File: src/mrw_pkg.sv
package mrw_pkg;

    localparam int CAND_BITS     = 64;
    localparam int RND_BITS      = 31;
    localparam int WORD_BITS_DEF = 64;
    localparam int S_TDATA_BITS  = 96;
    localparam int M_TDATA_BITS  = 72;

    typedef enum logic [3:0] {
        ST_IDLE,
        ST_DIVIDE,
        ST_FACTOR,
        ST_POW_CHECK,
        ST_POW_MUL_R,
        ST_POW_MUL_B,
        ST_CHECK,
        ST_SQ_CHECK,
        ST_SQ_WAIT,
        ST_DONE
    } state_t;

endpackage

File: src/mrw_mulmod.sv
module mrw_mulmod
    import mrw_pkg::*;
#(
    parameter int W = WORD_BITS_DEF
)
(
    input  logic         clk,
    input  logic         rst_n,
    input  logic         start,
    input  logic [W-1:0] a,
    input  logic [W-1:0] b,
    input  logic [W-1:0] m,
    output logic         busy,
    output logic         done,
    output logic [W-1:0] result
);

    localparam int CW = $clog2(W + 1);

    logic          busy_reg, busy_next;
    logic          done_reg, done_next;
    logic          phase_reg, phase_next;
    logic [CW-1:0] cnt_reg, cnt_next;
    logic [W-1:0]  acc_reg, acc_next;
    logic [W-1:0]  a_reg, a_next;
    logic [W-1:0]  b_reg, b_next;
    logic [W-1:0]  m_reg, m_next;

    logic [W-1:0]  addend;
    logic [W:0]    sum;
    logic [W:0]    reduced;

    // One modular addition per cycle: doubling, then adding a when the bit is set.
    always_comb
    begin
        addend  = phase_reg ? a_reg : acc_reg;
        sum     = {1'b0, acc_reg} + {1'b0, addend};
        reduced = (sum >= {1'b0, m_reg}) ? sum - {1'b0, m_reg} : sum;
    end

    always_comb
    begin
        busy_next  = busy_reg;
        done_next  = 1'b0;
        phase_next = phase_reg;
        cnt_next   = cnt_reg;
        acc_next   = acc_reg;
        a_next     = a_reg;
        b_next     = b_reg;
        m_next     = m_reg;
        if (start)
        begin
            busy_next  = 1'b1;
            phase_next = 1'b0;
            cnt_next   = CW'(W);
            acc_next   = '0;
            a_next     = a;
            b_next     = b;
            m_next     = m;
        end
        else if (busy_reg)
        begin
            acc_next = reduced[W-1:0];
            if (!phase_reg && b_reg[W-1])
            begin
                phase_next = 1'b1;
            end
            else
            begin
                phase_next = 1'b0;
                b_next     = {b_reg[W-2:0], 1'b0};
                cnt_next   = cnt_reg - CW'(1);
                if (cnt_reg == CW'(1))
                begin
                    busy_next = 1'b0;
                    done_next = 1'b1;
                end
            end
        end
    end

    always_ff @(posedge clk or negedge rst_n)
    begin
        if (!rst_n)
        begin
            busy_reg  <= 1'b0;
            done_reg  <= 1'b0;
            phase_reg <= 1'b0;
            cnt_reg   <= '0;
        end
        else
        begin
            busy_reg  <= busy_next;
            done_reg  <= done_next;
            phase_reg <= phase_next;
            cnt_reg   <= cnt_next;
        end
    end

    always_ff @(posedge clk)
    begin
        acc_reg <= acc_next;
        a_reg   <= a_next;
        b_reg   <= b_next;
        m_reg   <= m_next;
    end

    assign busy   = busy_reg;
    assign done   = done_reg;
    assign result = acc_reg;

endmodule

File: config.mk
export PLATFORM = sky130hd
export DESIGN_NAME = mrw_mulmod
export DESIGN_NICKNAME = d
export VERILOG_FILES = /design/src/mrw_pkg.sv /design/src/mrw_mulmod.sv
export SDC_FILE = /design/constraint.sdc
export NUM_CORES = 1
export LEC_CHECK = 0
export BUFFER_PORTS_ARGS = -buffer_cell sky130_fd_sc_hd__buf_2
export CORE_MARGIN = 2
export CORE_UTILIZATION = 45
export DETAILED_ROUTE_END_ITERATION = 16
export HOLD_SLACK_MARGIN = 0.06
export PLACE_DENSITY = 0.67
export SLEW_MARGIN = 0
export SYNTH_ARGS = -nofsm -noshare
export SYNTH_HDL_FRONTEND = slang
export SYNTH_SLANG_ARGS = --single-unit
File: constraint.sdc
create_clock -name clk -period 9.15 [get_ports clk]
set_clock_uncertainty 0.1 [all_clocks]
set_input_delay 0 -clock clk [delete_from_list [all_inputs] [get_ports clk]]
set_output_delay 0 -clock clk [all_outputs]
set_load 0.1 [all_outputs]
==> impl_metrics.tcl <==
set metrics [dict create \
    vdd_drop_max_v 0.000304 \
    path_delay_family "simple AND/OR/NAND/NOR gates" \
    worst_ep_arrival_time_ns 8.18 \
    die_area_mm2 0.0423 \
    drt_iter0_markers 1411 \
    ys_ff_latch 266 \
    ys_types 84 \
    syn_to_final_growth_pct 32.7 \
    design.portCount 261 \
    clkTransAtPathRegs_ns 0.06 \
    placed_area_mm2 0.0199 \
    async_flop_share_pct 3.76 \
    path_class "reg -> reg" \
    clkSinkCount 266 \
    switchingPower_w 0.00518 \
    die_x_um 206 \
    critPathBufInv 2 \
    final_area_mm2 0.0243 \
    die_h_um 206 \
    intPower_w 0.00482 \
    grt_pass1_vias 16800 \
    grt_pass1_wl_um 90400 \
    hold_violations 0 \
    hp-class "in -> reg" \
    clkPwrFrac_pct 12.7 \
    grt-ovfl-total 0 \
    ctsLongestPathBuffers 3 \
    synth_fp_nets 2232 \
    clkLatencyLatePin_ns 0.61 \
    slew_viol_final 0 \
    critPathSlowestCell "dfrtp_2" \
    via_per_inst 5.66 \
    fillers 3325 \
    post-place-cells 2596 \
    hpwlAfterDp_um 40600 \
    grt_usage_pct 27.1 \
    slew_headroom_pct 38.0 \
    core_mm2 0.0399 \
    crit_chain "mux2_2, ha_1, and3_1, and4_1, a31oi_1, buf_4, a311oi_1, nor3_1, o31ai_1, a211oi_1, nor3_1, ha_1, nand2_1, nor2_1, nand3_1, or3_1, or4_1, o311ai_1, a21oi_1, nand3_2, buf_4, nor2_1, a32oi_1, o21ai_1" \
    dr.pass1.iters 7 \
    seq_power_share_pct 17.7 \
    row_count 73 \
    layout.nets 2769 \
    cts_buffers 31 \
    finalWorstSetupSlack_ns 1.36 \
    drive_gt1_share_pct 19.1 \
    combPwrFrac_pct 69.7 \
    max_stage_delay_ns 0.93 \
    fin_cells 2994 \
    min_period_ns 7.79 \
    synth_area_mm2 0.0183 \
    rsz0062_at_grt "no" \
    root_buffer "clkbuf_16" \
    place_ws_ns 1.60 \
    drc_errors 0 \
    required_ns 9.54 \
    cts_tree "yes" \
    status "finished clean" \
    grt_max_degree 76 \
    tightest_slew_ns 0.930 \
    synth.avg_cell_area_um2 9.62 \
    synthFlopType "edfxtp_1" \
    max_freq_mhz 128 \
    totalWireLength_um 58400 \
    crit_fanout 36 \
    seq_area_frac_synth_pct 39.8 \
    drv_cap 0 \
    start_kind "flip-flop" \
    vias 17000 \
    timing.setup.tns_ns 0 \
    p_sw_share_pct 51.8 \
    port_buffers 260 \
    ant_nets 0 \
    start_util_pct 45.9 \
    end_kind "flip-flop" \
    p_leak_nw 10.6 \
    htreeDepth 1 \
    setup_viol 0 \
    synth_cells 1905 \
    gp_congestion 0.942 \
    synth_edf_count 192 \
    wl_per_cell_um 19.5 \
    post_cts_resized 0 \
    power.density_mw_per_mm2 411 \
    fin_crit_sh_pct 85.1 \
    ys.warnings.count 0 \
    antenna_found_initial 2 \
]
==> worst reg2reg max path: stages (launching register included) <==
cell	delay, ns
dfrtp_2	0.93
mux2_2	0.44
ha_1	0.41
and3_1	0.21
and4_1	0.22
a31oi_1	0.08
buf_4	0.16
a311oi_1	0.69
nor3_1	0.23
o31ai_1	0.67
a211oi_1	0.22
nor3_1	0.37
ha_1	0.33
nand2_1	0.12
nor2_1	0.20
nand3_1	0.13
or3_1	0.40
or4_1	0.42
o311ai_1	0.24
a21oi_1	0.11
nand3_2	0.10
buf_4	0.41
nor2_1	0.23
a32oi_1	0.19
o21ai_1	0.08
==> synthesized netlist by cell type (22+ instances only) <==
| cell | n | share of area [%] |
|---|---|---|
| o21ai_0 | 76 | 2.1 |
| o211ai_1 | 22 | 0.90 |
| nand2_1 | 157 | 3.2 |
| ha_1 | 130 | 8.9 |
| nand4_1 | 34 | 1.2 |
| clkbuf_1 | 61 | 1.3 |
| a21oi_1 | 159 | 4.3 |
| nor3_1 | 27 | 0.74 |
| mux2_2 | 126 | 7.7 |
| inv_1 | 101 | 2.1 |
| a21o_1 | 68 | 2.8 |
| buf_2 | 31 | 0.85 |
| a211oi_1 | 49 | 2.0 |
| mux2i_1 | 22 | 1.2 |
| nor2_1 | 157 | 3.2 |
| nand3_1 | 33 | 0.90 |
| dfxtp_1 | 64 | 7.0 |
| xnor2_1 | 71 | 3.4 |
| xor2_1 | 51 | 2.4 |
| edfxtp_1 | 192 | 31 |
==> kinds of logic after synthesis <==
family	after synthesis	share of synthesized area, %
simple gates	484	12.0
flops	266	39.8
compound gates	544	19.5
buf+inv	209	4.73
mux	148	8.95
xor+xnor	122	5.83
fa+ha+maj	132	9.10
==> final timing paths <==
path / startpoint / to / slack, ns / depth (start not counted)
worst max register to register: phase_reg$_DFFE_PN0P_ / result[40]$_SDFFE_PP0P_ / 1.36 / 24
max in group asynchronous: rst_n / busy$_DFF_PN0_ / 8.21 / 3
worst min-delay path: a[1] / a_reg[1]$_DFFE_PP_ / 0.10 / 2
worst max-delay path: phase_reg$_DFFE_PN0P_ / result[40]$_SDFFE_PP0P_ / 1.36 / 24
min in group asynchronous: rst_n / cnt_reg[4]$_DFFE_PN0P_ / 0.35 / 3
worst min register to register: result[44]$_SDFFE_PP0P_ / result[44]$_SDFFE_PP0P_ / 0.42 / 2
==> area by class of cell <==
class,instances,area [um2],area share (%)
Sequential cell,266,7300,30.0
Multi-Input combinational cell,1430,10200,41.8
Timing Repair Buffer,609,4780,19.7
Inverter,104,390,1.61
Clock buffer,42,837,3.44
Antenna cell,2,5.00,0.0206
Tap cell,525,657,2.70
Clock inverter,16,184,0.757
==> repair_timing <==
item,in CTS,in global routing
hold buffers,338,0
hold endpoints to repair,257,0
buffers inserted,0,0
==> placed cells by master, fill, tap and decap left out, drive strengths merged, types with 8 or more instances in the layout <==
master / count
nand4: 34
o2111ai: 9
edfxtp: 192
nand2: 157
o211ai: 23
xor2: 51
a311oi: 13
dlygate4sd3: 338
a31oi: 21
a21o: 68
o21ai: 88
ha: 130
buf: 271
nand2b: 9
o21bai: 21
nor2b: 17
nor4: 8
nand3: 34
inv: 105
a21oi: 160
mux2i: 22
a211oi: 52
mux2: 126
clkbuf: 42
o31ai: 10
xnor2: 71
nor3: 28
nor2: 157
dfrtp: 10
and3: 9
o21a: 19
dfxtp: 64
==> per-stage QoR <==
stage               total power, W  hold slack (ns)  util [%]
global route                0.0107           0.0859      60.9
global placement           0.00842           -0.227      49.9
CTS                        0.00989           0.0688      60.9
detailed placement         0.00848           -0.229      49.9
finish                     0.00999            0.101      60.9
floorplan                  0.00707           -0.396         -
==> power groups by stage <==
stage               sequential (W)  clock (W)  combinational, W
floorplan                  0.00243          0           0.00464
global placement           0.00178          0           0.00664
detailed placement         0.00178          0           0.00669
CTS                        0.00176    0.00128           0.00685
global route               0.00179    0.00133           0.00759
finish                     0.00177    0.00127           0.00696
==> metal layers <==
layer | part of all wire [%] | up-vias | GRT usage, %
met5 | 0 | - | 0
met4 | 3.1 | 0 | 8.07
met3 | 8.0 | 114 | 5.38
met2 | 46 | 698 | 44.9
met1 | 43 | 8025 | 35.8
li1 | - | 8123 | -
Note: power is estimated with default switching activity, not from simulation.
